### src/hdl/stdg_pkg.sv
// Package for the square tone envelope generator.
// Holds widths, register indexes, reset values and the sequencer state type.
// No dependencies.
package stdg_pkg;

  // Default core widths
  localparam int PHASE_BITS_DEF  = 32;
  localparam int LENGTH_BITS_DEF = 20;

  // Field and register widths
  localparam int PEAK_W     = 15;
  localparam int PCT_W      = 7;
  localparam int SAMPLE_W   = 16;
  localparam int CFG_IDX_W  = 2;
  localparam int CFG_DATA_W = 15;
  localparam int QUOT_W     = PEAK_W;   // envelope quotient never exceeds peak
  localparam int MUL_X_W    = PEAK_W;   // narrow operand of the shared multiplier

  // Register indexes
  localparam logic [CFG_IDX_W-1:0] CFG_PEAK    = 2'd0;
  localparam logic [CFG_IDX_W-1:0] CFG_ATTACK  = 2'd1;
  localparam logic [CFG_IDX_W-1:0] CFG_RELEASE = 2'd2;

  // Register reset values
  localparam logic [PEAK_W-1:0] PEAK_RST    = 15'd13107;
  localparam logic [PCT_W-1:0]  ATTACK_RST  = 7'd5;
  localparam logic [PCT_W-1:0]  RELEASE_RST = 7'd15;

  // Full scale of a percentage
  localparam logic [PCT_W-1:0]  PCT_FULL    = 7'd100;

  // Sequencer states, one-hot
  typedef enum logic [9:0] {
    S_IDLE = 10'b00_0000_0001,
    S_MI   = 10'b00_0000_0010,  // index * 100
    S_MA   = 10'b00_0000_0100,  // attack * length
    S_MT   = 10'b00_0000_1000,  // (100 - release) * length
    S_MR   = 10'b00_0001_0000,  // release * length
    S_ML   = 10'b00_0010_0000,  // length * 100
    S_DEC  = 10'b00_0100_0000,  // pick envelope segment, advance phase
    S_MP   = 10'b00_1000_0000,  // peak * numerator, start divide
    S_DIV  = 10'b01_0000_0000,  // wait for divider
    S_OUT  = 10'b10_0000_0000   // hand result to output register
  } state_t;

endpackage

### src/hdl/square_tone_envelope_generator_unit.sv
// Top level of the square tone envelope generator.
// Depends on stdg_pkg and stdg_div.
//
//  channel | direction | handshake          | payload
//  in_     | input     | in_tvalid/tready   | tdata: phase_step, note_length; tuser: start_req
//  out_    | output    | out_tvalid/tready  | tdata: sample; tuser: active
//  cfg_    | input     | cfg_valid/ready    | cfg_index, cfg_data
//
// A sample tick runs through the five products and the segment pick; on the
// flat part of the envelope or after the note ends it goes straight to the
// output, and on an attack or release ramp it first waits for the restoring
// divider (15 steps). All products go through one shared multiplier, one per
// cycle. in_tready is high only while the sequencer idles. A finished result
// waits in the output register; the next tick is accepted meanwhile and stalls
// only when its own result is ready. Reset is synchronous.
module square_tone_envelope_generator_unit #(
  parameter int PHASE_BITS  = stdg_pkg::PHASE_BITS_DEF,
  parameter int LENGTH_BITS = stdg_pkg::LENGTH_BITS_DEF
) (
  input  logic                                   clk,
  input  logic                                   rst_n,
  // in_tdata: phase_step [PHASE_BITS-1:0], note_length above it, zero padding
  input  logic                                   in_tvalid,
  output logic                                   in_tready,
  input  logic [((PHASE_BITS+LENGTH_BITS+7)/8)*8-1:0] in_tdata,
  // in_tuser: start_req
  input  logic                                   in_tuser,
  // out_tdata: sample
  output logic                                   out_tvalid,
  input  logic                                   out_tready,
  output logic [stdg_pkg::SAMPLE_W-1:0]          out_tdata,
  // out_tuser: active
  output logic                                   out_tuser,
  input  logic                                   cfg_valid,
  output logic                                   cfg_ready,
  input  logic [stdg_pkg::CFG_IDX_W-1:0]         cfg_index,
  input  logic [stdg_pkg::CFG_DATA_W-1:0]        cfg_data
);
  import stdg_pkg::*;

  localparam int VW = LENGTH_BITS + PCT_W;   // holds a length times 100
  localparam int PW = MUL_X_W + VW;          // full product width

  state_t state_r;

  // Configuration
  logic [PEAK_W-1:0] peak_r;
  logic [PCT_W-1:0]  att_r;
  logic [PCT_W-1:0]  rel_r;
  logic [PCT_W-1:0]  att_eff;
  logic [PCT_W-1:0]  rel_eff;

  // Note state
  logic [PHASE_BITS-1:0]  phase_r;
  logic [PHASE_BITS-1:0]  step_r;
  logic [LENGTH_BITS-1:0] idx_r;
  logic [LENGTH_BITS-1:0] len_r;

  // Working values
  logic [VW-1:0]     ni_r;     // index * 100
  logic [VW-1:0]     da_r;     // attack * length
  logic [VW-1:0]     thr_r;    // (100 - release) * length
  logic [VW-1:0]     dr_r;     // release * length
  logic [VW-1:0]     l100_r;   // length * 100
  logic [VW-1:0]     num_r;
  logic [VW-1:0]     den_r;
  logic [PEAK_W-1:0] mag_r;
  logic              neg_r;
  logic              act_r;

  // Output register
  logic                out_valid_r;
  logic [SAMPLE_W-1:0] out_sample_r;
  logic                out_active_r;

  // Shared multiplier
  logic [MUL_X_W-1:0] mul_x;
  logic [VW-1:0]      mul_y;
  logic [PW-1:0]      prod;

  logic              in_req;
  logic              out_free;
  logic              note_over;
  logic              in_attack;
  logic              in_release;
  logic              div_done;
  logic [QUOT_W-1:0] div_quot;

  assign in_tready = (state_r == S_IDLE);
  assign in_req    = in_tvalid && in_tready;
  assign cfg_ready = 1'b1;
  assign out_free  = !out_valid_r || out_tready;

  // Percentages above full scale count as full scale
  assign att_eff = (att_r > PCT_FULL) ? PCT_FULL : att_r;
  assign rel_eff = (rel_r > PCT_FULL) ? PCT_FULL : rel_r;

  assign note_over  = idx_r >= len_r;
  assign in_attack  = ni_r < da_r;
  assign in_release = ni_r > thr_r;

  // Operand selection for the multiplier
  always_comb begin
    mul_x = '0;
    mul_y = '0;
    unique case (state_r)
      S_MI: begin
        mul_x = MUL_X_W'(PCT_FULL);
        mul_y = VW'(idx_r);
      end
      S_MA: begin
        mul_x = MUL_X_W'(att_eff);
        mul_y = VW'(len_r);
      end
      S_MT: begin
        mul_x = MUL_X_W'(PCT_FULL - rel_eff);
        mul_y = VW'(len_r);
      end
      S_MR: begin
        mul_x = MUL_X_W'(rel_eff);
        mul_y = VW'(len_r);
      end
      S_ML: begin
        mul_x = MUL_X_W'(PCT_FULL);
        mul_y = VW'(len_r);
      end
      S_MP: begin
        mul_x = peak_r;
        mul_y = num_r;
      end
      default: ;
    endcase
  end

  assign prod = PW'(mul_x) * PW'(mul_y);

  // Envelope divide: peak * numerator / denominator
  stdg_div #(
    .NUM_W  (PW),
    .DEN_W  (VW),
    .QUOT_W (QUOT_W)
  ) u_div (
    .clk   (clk),
    .rst_n (rst_n),
    .start (state_r == S_MP),
    .num   (prod),
    .den   (den_r),
    .done  (div_done),
    .quot  (div_quot)
  );

  // Sequencer, note state, configuration and output valid
  always_ff @(posedge clk) begin
    if (!rst_n) begin
      state_r     <= S_IDLE;
      peak_r      <= PEAK_RST;
      att_r       <= ATTACK_RST;
      rel_r       <= RELEASE_RST;
      phase_r     <= '0;
      step_r      <= '0;
      idx_r       <= '0;
      len_r       <= '0;
      out_valid_r <= 1'b0;
    end else begin
      // Register writes
      if (cfg_valid) begin
        unique case (cfg_index)
          CFG_PEAK:    peak_r <= cfg_data[PEAK_W-1:0];
          CFG_ATTACK:  att_r  <= cfg_data[PCT_W-1:0];
          CFG_RELEASE: rel_r  <= cfg_data[PCT_W-1:0];
          default: ;
        endcase
      end

      // Output valid: load a finished sample, drop once taken
      if (state_r == S_OUT && out_free) begin
        out_valid_r <= 1'b1;
      end else if (out_tready) begin
        out_valid_r <= 1'b0;
      end

      unique case (state_r)
        S_IDLE: begin
          if (in_req) begin
            if (in_tuser) begin
              step_r  <= in_tdata[PHASE_BITS-1:0];
              len_r   <= in_tdata[PHASE_BITS+LENGTH_BITS-1:PHASE_BITS];
              phase_r <= '0;
              idx_r   <= '0;
            end
            state_r <= S_MI;
          end
        end
        S_MI: state_r <= S_MA;
        S_MA: state_r <= S_MT;
        S_MT: state_r <= S_MR;
        S_MR: state_r <= S_ML;
        S_ML: state_r <= S_DEC;
        S_DEC: begin
          if (note_over) begin
            state_r <= S_OUT;
          end else begin
            phase_r <= phase_r + step_r;
            idx_r   <= idx_r + 1'b1;
            state_r <= (in_attack || in_release) ? S_MP : S_OUT;
          end
        end
        S_MP: state_r <= S_DIV;
        S_DIV: begin
          if (div_done) begin
            state_r <= S_OUT;
          end
        end
        S_OUT: begin
          if (out_free) begin
            state_r <= S_IDLE;
          end
        end
        default: state_r <= S_IDLE;
      endcase
    end
  end

  // Working values and output payload
  always_ff @(posedge clk) begin
    unique case (state_r)
      S_MI: ni_r   <= prod[VW-1:0];
      S_MA: da_r   <= prod[VW-1:0];
      S_MT: thr_r  <= prod[VW-1:0];
      S_MR: dr_r   <= prod[VW-1:0];
      S_ML: l100_r <= prod[VW-1:0];
      S_DEC: begin
        act_r <= !note_over;
        if (note_over) begin
          mag_r <= '0;
          neg_r <= 1'b0;
        end else begin
          mag_r <= peak_r;
          neg_r <= phase_r[PHASE_BITS-1];
          if (in_attack) begin
            num_r <= ni_r;
            den_r <= da_r;
          end else begin
            num_r <= l100_r - ni_r;
            den_r <= dr_r;
          end
        end
      end
      S_DIV: begin
        if (div_done) begin
          mag_r <= div_quot;
        end
      end
      S_OUT: begin
        if (out_free) begin
          out_sample_r <= neg_r ? (SAMPLE_W'(0) - SAMPLE_W'(mag_r)) : SAMPLE_W'(mag_r);
          out_active_r <= act_r;
        end
      end
      default: ;
    endcase
  end

  assign out_tvalid = out_valid_r;
  assign out_tdata  = out_sample_r;
  assign out_tuser  = out_active_r;

endmodule

### src/hdl/stdg_div.sv
// Restoring divider for the envelope magnitude, one quotient bit per cycle.
// Needs num < den * 2^QUOT_W. Depends on nothing outside this file.
module stdg_div #(
  parameter int NUM_W  = 46,
  parameter int DEN_W  = 27,
  parameter int QUOT_W = 15
) (
  input  logic              clk,
  input  logic              rst_n,
  input  logic              start,
  input  logic [NUM_W-1:0]  num,
  input  logic [DEN_W-1:0]  den,
  output logic              done,
  output logic [QUOT_W-1:0] quot
);

  localparam int CW = $clog2(QUOT_W);

  logic [NUM_W-1:0]  rem_r;
  logic [NUM_W-1:0]  dsh_r;
  logic [QUOT_W-1:0] q_r;
  logic [CW-1:0]     cnt_r;
  logic              busy_r;
  logic              done_r;
  logic              fits;

  assign fits = rem_r >= dsh_r;

  // Control: busy flag and done pulse
  always_ff @(posedge clk) begin
    if (!rst_n) begin
      busy_r <= 1'b0;
      done_r <= 1'b0;
      cnt_r  <= '0;
    end else begin
      done_r <= 1'b0;
      if (start) begin
        busy_r <= 1'b1;
        cnt_r  <= CW'(QUOT_W - 1);
      end else if (busy_r) begin
        if (cnt_r == '0) begin
          busy_r <= 1'b0;
          done_r <= 1'b1;
        end else begin
          cnt_r <= cnt_r - 1'b1;
        end
      end
    end
  end

  // Datapath: compare and subtract the shifted divisor
  always_ff @(posedge clk) begin
    if (start) begin
      rem_r <= num;
      dsh_r <= NUM_W'(den) << (QUOT_W - 1);
      q_r   <= '0;
    end else if (busy_r) begin
      if (fits) begin
        rem_r <= rem_r - dsh_r;
      end
      q_r   <= {q_r[QUOT_W-2:0], fits};
      dsh_r <= dsh_r >> 1;
    end
  end

  assign done = done_r;
  assign quot = q_r;

endmodule

### config.mk
export PLATFORM = sky130hd
export DESIGN_NAME = square_tone_envelope_generator_unit
export DESIGN_NICKNAME = d
export VERILOG_FILES = /design/src/hdl/stdg_pkg.sv /design/src/hdl/square_tone_envelope_generator_unit.sv /design/src/hdl/stdg_div.sv
export SDC_FILE = /design/constraint.sdc
export NUM_CORES = 2
export LEC_CHECK = 0
export CAP_MARGIN = 20
export CORE_MARGIN = 2
export CORE_UTILIZATION = 50
export CTS_CLUSTER_DIAMETER = 200
export DETAILED_ROUTE_END_ITERATION = 6
export DONT_BUFFER_PORTS = 1
export HOLD_SLACK_MARGIN = 0.05
export PLACE_DENSITY = 0.71
export SYNTH_ARGS = -nofsm -noshare
export SYNTH_HDL_FRONTEND = slang
export SYNTH_HIERARCHICAL = 1
export SYNTH_SLANG_ARGS = --single-unit
### constraint.sdc
create_clock -name clk -period 20.7 [get_ports clk]
set_input_delay 5.175 -clock clk [delete_from_list [all_inputs] [get_ports clk]]
set_output_delay 5.175 -clock clk [all_outputs]
set_load 0.02 [all_outputs]
* Word level (Yosys, flattened, before mapping)
Index checks and enable logic that the tools add are counted.
** Cells by class
- Reduce and logical (&&, ||, !) cells :: 29
- Equality and inequality tests :: 18
- $lt $le $gt $ge :: 6
- Add/sub/neg operators :: 7
- Mux-type cells :: 38
- Multipliers :: 1
- Bitwise gates (word level) :: 4
** Operator list (count)
- two-way mux 42 bit :: 3
- one-hot mux 10 bit (10 select lines) :: 1
- two-way mux 32 bit :: 3
- two-way mux 41 bit :: 2
- one-hot mux 27 bit (3 select lines) :: 1
- one-hot mux 15 bit (5 select lines) :: 1
- one-hot mux 32 bit (2 select lines) :: 1
- two-way mux 20 bit :: 3
- two-way mux 27 bit :: 2
- two-way mux 10 bit :: 5
- two-way mux 15 bit :: 3
- >= comparator 42 x 41 -> 1 bit :: 1
- multiplier 15 x 27 -> 42 bit :: 1
- subtractor 42 x 41 -> 42 bit :: 1
- one-hot mux 20 bit (2 select lines) :: 1
- adder 32 bit :: 1
- one-hot mux 15 bit (2 select lines) :: 1
- > comparator 27 bit :: 1
- < comparator 27 bit :: 1
- subtractor 27 bit :: 1
- adder 20 x 1 -> 20 bit (second input constant) :: 1
- >= comparator 20 bit :: 1
- AND reduction 2 bit :: 9
- subtractor 1 x 15 -> 16 bit (first input constant) :: 1
- 32 further kinds :: 57
** Word-level totals
- Output and inout port bits :: 20
- Flip-flop bits (word level) :: 471
- Input port bits :: 79

* Longest topological paths before layout
- Word-level depth :: 6
- Mapped depth :: 37
- Mapped depth without buffers :: 34

* Hierarchy
Netlist, hierarchy kept.
** By module, submodules not included
- square_tone_envelope_generator_unit :: seq. area each 9579.2 um^2, instances 1, area each 31267.5 um^2, cells an instance 3351
- stdg_div :: seq. area each 2772.7 um^2, instances 1, area each 6822.8 um^2, cells an instance 749

* Worst setup path before layout
Ideal clock, no wire load.
- Path type :: reg2reg
- From :: reg state_r[9]
- To :: reg u_div.rem_r[41], data pin
- Cell stages (with the launch flop) :: 33
- Setup slack :: 10.339 ns
- Arrival :: 10.104 ns
- Period minus slack after synthesis :: 10.361 ns
- Data required time :: 20.443 ns
- Setup time :: 0.257 ns
- Cell sequence :: dfxtp_1 > nor4_1 > nand2_1 > or3_1 > nor3b_1 > nor2b_1 > a21oi_1 > o2111ai_1 > clkbuf_1 > nand2_1 > fa_1 > fa_1 > inv_1 > fa_1 > fa_1 > fa_1 > inv_1 > fa_1 > inv_1 > ha_1 > clkbuf_1 > nand4_1 > or2_2 > or3_1 > o211ai_1 > nor3b_1 > o41ai_1 > a211o_1 > a21oi_1 > nor2_1 > xnor2_1 > a22oi_1 > nand2_1
** On the way
- Cells in the longest elaborated chain, start to end :: 5
** Ends and longest elaborated chain
- start: declaration :: line square_tone_envelope_generator_unit.sv:44 : state_t state_r;
- start signal: assignment :: line square_tone_envelope_generator_unit.sv:205 : state_r <= (in_attack || in_release) ? S_MP : S_OUT;
- equality test 10 x 6 -> 1 bit (tied with other cells) :: line square_tone_envelope_generator_unit.sv:106 : unique case (state_r)
- OR reduction 4 bit (no line) / OR reduction 2 bit (equally long branches)
- one-hot mux 27 bit (3 select lines) / one-hot mux 15 bit (5 select lines) (equally long branches) :: line square_tone_envelope_generator_unit.sv:106
- multiplier 15 x 27 -> 42 bit (*) :: line square_tone_envelope_generator_unit.sv:135 : assign prod = PW'(mul_x) * PW'(mul_y);
- via prod[41] :: line square_tone_envelope_generator_unit.sv:79 : logic [PW-1:0] prod;
- two-way mux 42 bit (*) :: line stdg_div.sv:53 : if (start) begin
- end signal: assignment :: line stdg_div.sv:54 : rem_r <= num;
- end signal: assignment :: line stdg_div.sv:59 : rem_r <= rem_r - dsh_r;
- end: declaration :: line stdg_div.sv:19 : logic [NUM_W-1:0] rem_r;
The timed path passes the listed nets; every way through them passes the cells marked *.
A chain may end at the register's enable or synchronous reset.

* Worst setup path in the final report
- From :: reg state_r[3]
- To :: reg u_div.rem_r[37], data pin
The elaborated chain is that of the path after synthesis.

==> qor.csv <==
metric,value,unit
Syn Area/Cell,9.29,um2
"Setup Fix Bufs, Post-CTS",0,
crit path DAT,10570,ps
status,"finished, final reports clean",
CP required,21170,ps
layout cells sized above 1,5.37,%
"Reg clk slew, reported paths",70,ps
final RePlAce weighted congestion,0.985,
nets@finish,4705,
combined area of the multi-input logic cells,23100,um2
Initial Util,50.3,%
DRC,0,
num rows,101,
fillers,6645,
LEAKAGE,17.5,nW
FMAX,99.0,MHz
normalized max-slew margin,30.4,%
vias in the first global route,27964,
Clock Sinks,471,
post-synthesis cell count,4100,
Unique masters post-synth,92,
Setup crit end kind,flip-flop,
root buf cell,clkbuf_16,
grt ovf,0,
first-pass GRT wire length,155000,um
r2r startpoint,state_r[3]$_SDFFE_PN0P_,
drt initial violations,2139,
"Seq/Total Area, Yosys",32.4,%
CTS buffer count,52,
post-synth design cell area,38100,um2
Critical Path End,u_div/rem_r[37]$_DFFE_PP_,
startpoint types,flip-flop,
register area,12400,um2
critical path type,flip-flop to flip-flop,
worst vdd ir,0.0000727,V
Synth Warn #,6,
most frequent cells in the layout,"nand2_1 (655), inv_1 (547), fa_1 (326), nor2_1 (297), edfxtp_1 (292)",
Area Growth Syn to Fin,6.81,%
largest net degree at the start of global routing,122,
Syn Nets,4787,
unrepaired setup endpoints after global routing,no,
crit path from,state_r[3]$_SDFFE_PN0P_,
fin. max-slew vios,0,
period utilisation layout,48.8,%
clk_lat worst skew,630,ps
Final ANT Viol Nets,0,
CP max FO,49,
die width,280,um
"EDFF count, synth",292,
r2r setup slk,10600,ps
I/O pin total,99,
Die Y,280,um
Tmin final,10100,ps
CTS tree,built,
DR vias,28503,
initial antenna violation count,1,
cell mode on critical path,fa_1,
GRT Overall Usage,24.9,%
final number of hold-violating endpoints,0,
clock skew,72.8,ps
Main synth FF type,edfxtp_1,
Max Root-Sink Buffers,3,
total power,0.00197,W
hold buffer count at CTS,0,
"Largest stage delay, worst path",600,ps
setup_tns,0,ps
vias per inst,5.65,
RR Endpoint,u_div/rem_r[37]$_DFFE_PP_,
drt wl/cell,19.1,um
"FFs w/ async S/R, synth",0,%
# H-tree levels,2,
core area,75700,um2
Yosys reg bits,471,
PD cells,48.5,nW/um2
Port-buffer cells,0,
drt total wl,96400,um
R2R depth,33,
Worst Hold Class,flip-flop to flip-flop,
Slew @ Worst Pin,1040,ps
first-pass iteration count of the detailed router,6,
cts repair resizes,0,
"commonest non-fill, non-tap cell in the layout",nand2_1,
Die ar.,78400,um2
Final setup viols,0,
MaxCap Viol Count,0,
CP max stage cell,buf_4,
HPWL Detailed,74900,um
where the power goes:
| part | switching, W | internal [W] | total [W] |
|---|---|---|---|
| clock | 0.000395 | 0.000492 | 0.000887 |
| combinational | 0.0000491 | 0.0000286 | 0.0000777 |
| sequential | 0.00000956 | 0.000997 | 0.00101 |
| total | 0.000454 | 0.00152 | 0.00197 |
how the worst min path moves through the flow:
stage,end,cells after the start,from
finish,out_tuser$_DFFE_PP_,0,act_r$_DFFE_PP_
global route,out_tuser$_DFFE_PP_,0,act_r$_DFFE_PP_
CTS,out_tuser$_DFFE_PP_,0,act_r$_DFFE_PP_
detailed placement,out_tuser$_DFFE_PP_,0,act_r$_DFFE_PP_
global placement,out_tuser$_DFFE_PP_,0,act_r$_DFFE_PP_
floorplan,out_tuser$_DFFE_PP_,0,act_r$_DFFE_PP_
cell type report:
type,count,area share (%)
antenna,2,0.0123
timing repair buffer,37,0.692
clock inverter,27,0.532
clock buffer,70,3.52
inverter,549,5.07
tap,978,3.01
sequential,471,30.4
multi-input combinational,2907,56.8
synthesized netlist by cell type (all sizes together) (27+ instances only):
| cell | n | share of area (%) |
|---|---|---|
| nor2 | 298 | 2.9 |
| clkbuf | 158 | 1.6 |
| a21oi | 162 | 2.2 |
| and3 | 50 | 0.83 |
| ha | 282 | 9.3 |
| mux2 | 28 | 0.83 |
| nand2 | 656 | 6.5 |
| edfxtp | 292 | 23 |
| inv | 548 | 5.4 |
| dfxtp | 179 | 9.4 |
| a21boi | 84 | 1.7 |
| o21ai | 187 | 2.5 |
| a21o | 75 | 1.5 |
| fa | 326 | 17 |
| nand4 | 39 | 0.64 |
| and2 | 56 | 0.93 |
| xor2 | 71 | 1.6 |
| nand3 | 73 | 0.96 |
| xnor2 | 85 | 2.0 |
| nand2b | 33 | 0.54 |
| nor2b | 39 | 0.64 |
| mux2i | 47 | 1.2 |
| o21a | 27 | 0.53 |
| nor3 | 31 | 0.45 |
metal layers:
metal	track usage [%]	routed length, um	up-vias
met4	10.3	4390	0
met1	34.5	42800	13969
met3	3.34	5790	205
met5	0	0	-
li1	-	-	13445
met2	39.5	43500	884
cell families after synthesis:
| group | synth area share [%] |
|---|---|
| multiplexers | 2.06 |
| XOR/XNOR | 3.59 |
| buffers and inverters | 7.16 |
| adder cells (fa/ha/maj) | 26.4 |
| AND/OR/NAND/NOR | 15.7 |
| other | 0.00985 |
| flip-flops | 32.4 |
| AO/OA/AOI/OAI | 12.6 |
per-stage QoR:
stage,cells,instance area [um2],hold WS (ps),setup WS [ps],utilization (%)
after floorplan,4100,38100,400,10340,-
after global placement,4941,39000,405,10720,51.5
after detailed placement,4941,39000,416,10720,51.5
after CTS,5038,40700,431,10640,53.7
after global routing,5039,40700,439,10100,53.7
final,5041,40700,430,10600,53.7
state kept, by name (all words and copies together) (netlist names), 4 cells and up:
| register | count |
|---|---|
| state_r | 10 |
| l100_r | 27 |
| mag_r | 15 |
| rel_r | 7 |
| dr_r | 27 |
| len_r | 20 |
| ni_r | 27 |
| da_r | 27 |
| peak_r | 15 |
| step_r | 32 |
| att_r | 7 |
| idx_r | 20 |
| u_div/dsh_r | 41 |
| den_r | 27 |
| out_tdata | 16 |
| phase_r | 32 |
| u_div/cnt_r | 4 |
| num_r | 27 |
| thr_r | 27 |
| u_div/rem_r | 42 |
| u_div/quot | 15 |
worst max-delay path: cells and delay by family (launching register included):
| family | cells | cell delay, ps |
|---|---|---|
| AOI/OAI and AO/OA | 7 | 1350 |
| xor gates and xnor gates | 1 | 270 |
| adders and majority gates | 7 | 3290 |
| buffers and inverters | 7 | 1500 |
| DFF | 1 | 370 |
| and+or+nand+nor | 11 | 3110 |
(Power assumes the default switching activity.)
